$ cat src/hdl/ppp_div.sv
// Pipelined restoring divider, one quotient bit per stage, saturating
`timescale 1ns / 1ps
`default_nettype none
module ppp_div #(
    parameter int NW = 60,
    parameter int QB = 17
) (
    input  logic          clk,
    input  logic [NW-1:0] num,
    input  logic [NW-1:0] den,
    output logic [QB-1:0] quo
);
    localparam int RW = NW + QB;

    logic [RW-1:0] rem_reg [0:QB-1];
    logic [NW-1:0] den_reg [0:QB-1];
    logic [QB-1:0] q_reg   [0:QB];
    logic          ovf_reg [0:QB];

    // overflow when num >= den * 2^QB (also catches a zero divisor)
    always_ff @(posedge clk)
    begin
        rem_reg[0] <= RW'(num);
        den_reg[0] <= den;
        q_reg[0]   <= '0;
        ovf_reg[0] <= ({den, {QB{1'b0}}} <= RW'(num));
    end

    for (genvar i = 0; i < QB; i++)
    begin : g_stage
        localparam int B = QB - 1 - i;
        logic [RW-1:0] trial;
        logic          take;
        logic [QB-1:0] q_next;

        assign trial = RW'(den_reg[i]) << B;
        assign take  = (rem_reg[i] >= trial);

        always_comb
        begin
            q_next    = q_reg[i];
            q_next[B] = take;
        end

        always_ff @(posedge clk)
        begin
            q_reg[i+1]   <= q_next;
            ovf_reg[i+1] <= ovf_reg[i];
        end

        if (i < QB - 1)
        begin : g_carry
            always_ff @(posedge clk)
            begin
                rem_reg[i+1] <= take ? (rem_reg[i] - trial) : rem_reg[i];
                den_reg[i+1] <= den_reg[i];
            end
        end
    end

    assign quo = ovf_reg[QB] ? {QB{1'b1}} : q_reg[QB];

endmodule
`default_nettype wire

$ cat config.mk
export PLATFORM = sky130hd
export DESIGN_NAME = ppp_div
export DESIGN_NICKNAME = d
export VERILOG_FILES = /design/src/hdl/ppp_div.sv
export SDC_FILE = /design/constraint.sdc
export NUM_CORES = 2
export LEC_CHECK = 0
export BUFFER_PORTS_ARGS = -buffer_cell sky130_fd_sc_hd__buf_2
export CAP_MARGIN = 10
export CORE_MARGIN = 2
export CORE_UTILIZATION = 31
export CTS_CLUSTER_DIAMETER = 50
export DETAILED_ROUTE_END_ITERATION = 8
export GPL_TIMING_DRIVEN = 0
export PLACE_DENSITY_LB_ADDON = 0.1
export SLEW_MARGIN = 25
export SYNTH_ARGS = -nofsm -noshare
export SYNTH_HDL_FRONTEND = slang
export SYNTH_SLANG_ARGS = --single-unit
$ cat constraint.sdc
create_clock -name clk -period 7.48 [get_ports clk]
set_input_delay 1.496 -clock clk [delete_from_list [all_inputs] [get_ports clk]]
set_output_delay 1.496 -clock clk [all_outputs]
set_load 0.02 [all_outputs]
==> impl_results.md <==
- Post-route DRC: 0
- Wire per inst: 20.5 µm
- DIE AREA: 0.409 mm²
- Final WL: 431000 µm
- Flops & latches, synth: 2483
- Core Box Area: 0.403 mm²
- Longest Clk Path Bufs: 4
- Placed instance count: 20.3k
- FMAX: 0.144 GHz
- Clock buffer count from CTS: 385
- Vias per cell: 4.84
- DP Area: 0.133 mm²
- Clk sink count: 2483
- Fill cell count: 41.8k
- Crit path capture: rem_reg[16][57]
- RSZ-0062 raised after global routing: no
- Number of synthesized flops with an enable pin: 0
- H-Tree Depth: 5
- Most used flip-flop cell after synthesis: dfxtp_1
- PortBufs: 137
- CTS root buf: clkbuf_16
- Post-CTS setup buffer count: 0
- Crit path launch type: register
- Net Sw Frac: 37.9%
- Via count: 102k
- Final setup fails: 0
- Worst Max-Slew Pin Slew: 1.21 ns
- Placer Congestion: 0.911
- Syn_nets: 16.0k
- Final Worst Setup Slack: 0.558 ns
- Max Cap Violations: 0
- Worst Path Max Fanout: 12
- Crit-path max cell delay: 0.76 ns
- Worst Clk Skew: 0.0427 ns
- First-pass GRT wire length: 643000 µm
- Gate power share: 37.7%
- Routed Antenna Nets: 0
- Vias in the first global route: 107k
- Yosys warnings: 0
- Async SR Flop Fraction: 0%
- RR Endpoint: rem_reg[16][57]
- Top Ports: 138
- Seq pwr share: 30.3%
- FF/Latch Area: 0.0497 mm²
- P&R area growth vs syn: 17.2%
- Reg2reg path depth: 17
- Row count: 233
- Final nets: 16.5k
- Hold Buf Count CTS: 0
- Design area: 0.147 mm²
- Layout cells sized above 1: 7.69%
- CP Data Arrival Time: 7.78 ns
- Number of flip-flops in the largest register: 1292
- DR pass1 iterations: 6
- Max-slew headroom: 19.0%
- CP endpoint kind: register
- CTS tree: built
- Clock share of power: 32.0%
- Largest net degree at the start of global routing: 15
- Synthesized instance count: 14.8k
- Cell Count, Final, Fillers Out: 21.1k
- WP data required: 8.34 ns
- Min Tclk post-route: 6.92 ns
- Syn Area/Cell: 8.47 µm²
- Setup TNS: 0 ns
- Final hold vios: 0
- Total Routing Usage GR: 20.5%
- Maximum vdd drop: 0.000215 V
- Detailed Route Iter0 Violations: 5076
- Status: finished clean
- Initial Util: 31.1%
- Antenna violations before repair: 7
- Setup crit start: den_reg[15][28]
- Hold Crit Class: reg2reg
- Worst r2r src: den_reg[15][28]
- Final HPWL DP: 359000 µm
- Library cells used by synthesis: 95
- Multi-input logic area: 0.0686 mm²
- Worst skew pair latency: 0.95 ns
- Die height: 640 µm
- Psw: 0.0221 W
- Die W: 640 µm
- Cts repair resizes: 0
- Reg2reg setup slack: 0.56 ns
- Global route overflow: 0
- Leakage power: 66.3 nW
- Internal power: 0.0361 W
- Clk pin slew, worst setup/hold paths: 0.06 ns
- Post-Place Worst Slack: 0.372 ns
- Slowest-stage cell, CP: nor4_2
- Kind of critical path: reg2reg
- Mapped Area: 0.125 mm²
- WHS: 0.310 ns
- Max-slew violations: 0
- Final period util: 92.5%
- Crit-path cells: inv_1 > ha_1 > clkbuf_1 > and3_1 > nand2_1 > nor3_2 > nand3_1 > nor4_2 > buf_6 > nand4_1 > and3_1 > a21boi_2 > inv_1 > clkbuf_2 > clkbuf_2 > nor2_1 > a21oi_1
- Pwr per Cell Area: 396 mW/mm²
- Seq/Total Area, Yosys: 39.7%
worst max-delay path: cells and delay by family (launching register included):
kind / cells / cell delay (ns)
AO/OA/AOI/OAI: 2 / 0.37
adder cells (fa/ha/maj): 1 / 0.27
flip-flops: 1 / 0.39
buffers and inverters: 6 / 2.35
AND/OR/NAND/NOR: 8 / 3.43
power by group through the flow:
stage	Sequential (W)	Combinational [W]	Clock [W]
2_1_floorplan	0.0171	0.0161	0
3_3_place_gp	0.0180	0.0219	0
3_5_place_dp	0.0179	0.0218	0
4_1_cts	0.0176	0.0219	0.0192
5_1_grt	0.0179	0.0244	0.0197
6_report	0.0176	0.0220	0.0186
worst min path at each step:
stage	from	to	slack, ns	depth (start not counted)
global route	q_reg[15][5]	q_reg[16][5]	0.32	0
global placement	q_reg[16][15]	q_reg[17][15]	0.31	0
detailed placement	ovf_reg[6]	ovf_reg[7]	0.31	0
finish	q_reg[15][5]	q_reg[16][5]	0.31	0
CTS	q_reg[15][5]	q_reg[16][5]	0.31	0
floorplan	ovf_reg[9]	ovf_reg[10]	0.31	0
synthesized netlist by cell type, types with 22 or more instances:
library cell,n,area share (%)
inv_1,1328,4.0
a21boi_0,51,0.31
xnor2_1,553,3.9
nor2_1,941,2.8
nand2_1,1338,4.0
dfxtp_1,2483,40
buf_1,38,0.11
a221oi_1,27,0.19
or2_2,66,0.33
o21a_1,125,0.75
a211o_1,32,0.22
a21oi_1,1429,5.7
o2111ai_1,24,0.17
nand4_1,326,1.6
o21ai_0,1110,4.4
nand3_1,237,0.95
o31ai_1,80,0.48
a211oi_1,91,0.55
ha_1,1047,10
nor2b_1,113,0.56
and2_1,66,0.33
o21bai_1,210,1.3
buf_2,48,0.19
and4_1,26,0.18
mux2_2,97,0.87
xor2_1,430,3.0
a31o_2,22,0.15
o221ai_1,25,0.17
or4_1,50,0.30
a2111oi_0,29,0.20
a31oi_1,102,0.51
and3_1,107,0.53
a21o_1,642,3.8
o211ai_1,73,0.44
or3_1,80,0.40
nor3_1,216,0.86
clkbuf_1,492,1.5
nor4_1,145,0.72
o31a_1,28,0.20
nand2b_1,126,0.63
cell type report:
type	count	share of cell area, %
Timing Repair Buffer	155	0.572
Clock inverter	245	2.11
Multi-Input combinational cell	10390	46.7
Antenna cell	13	0.0222
Clock buffer	472	7.15
Sequential cell	2483	33.9
Inverter	1331	3.40
Tap cell	5405	4.61
Buffer	578	1.56
placed cells by master (no fill, tap or decap), types with 37 or more instances in the layout:
master      Yosys  final
ha_1         1047   1047
xnor2_1       553    553
bufinv_16       0     47
dfxtp_1      2483   2483
inv_1        1328   1328
clkbuf_8        0     42
o21bai_1      210    210
a31oi_1       102    101
or2_2          66     66
or4_1          50     50
o211ai_1       73     73
nand2b_1      126    126
nand4_1       326    326
clkbuf_16       0    390
nor2b_1       113    113
inv_6           0     49
o21a_1        125    125
o21ai_0      1110   1108
a21boi_0       51     51
clkinvlp_4      0     37
mux2_2         97     97
and2_1         66     66
nor4_1        145    133
buf_2          48    194
o31ai_1        80     79
clkinv_2        0     45
and3_1        107    107
nor3_1        216    207
clkbuf_2        0     38
or3_1          80     80
nand3_1       237    237
xor2_1        430    430
a21o_1        642    642
clkbuf_1      492    494
clkinv_4        0     40
a21oi_1      1429   1428
a211oi_1       91     85
nand2_1      1338   1338
nor2_1        941    939
logic make-up (layout without fill, tap and decap cells):
| group | count (synthesis) | count (layout) | share of synthesized area [%] |
|---|---|---|---|
| AO/OA/AOI/OAI | 4318 | 4318 | 21.2 |
| XOR/XNOR | 983 | 983 | 6.87 |
| adder cells (fa/ha/maj) | 1063 | 1063 | 10.7 |
| buffers and inverters | 1909 | 2781 | 5.77 |
| flip-flops | 2483 | 2483 | 39.7 |
| multiplexers | 104 | 104 | 0.928 |
| other | 0 | 13 | 0 |
| AND/OR/NAND/NOR | 3922 | 3922 | 14.8 |
layer usage:
| metal | vias up | wire length (µm) | global-route usage, % |
|---|---|---|---|
| met5 | - | 0 | 0 |
| met2 | 2003 | 212000 | 37.4 |
| li1 | 52859 | - | - |
| met4 | 0 | 47300 | 19.4 |
| met3 | 1095 | 10300 | 1.91 |
| met1 | 46016 | 162000 | 20.4 |
through the flow:
stage / total power, W / util (%)
final: 0.0582 / 36.5
after detailed placement: 0.0397 / 33.1
after global routing: 0.0620 / 36.5
after CTS: 0.0588 / 36.4
after global placement: 0.0398 / 33.0
after floorplan: 0.0332 / -
Power figures use the tool's default switching activity.
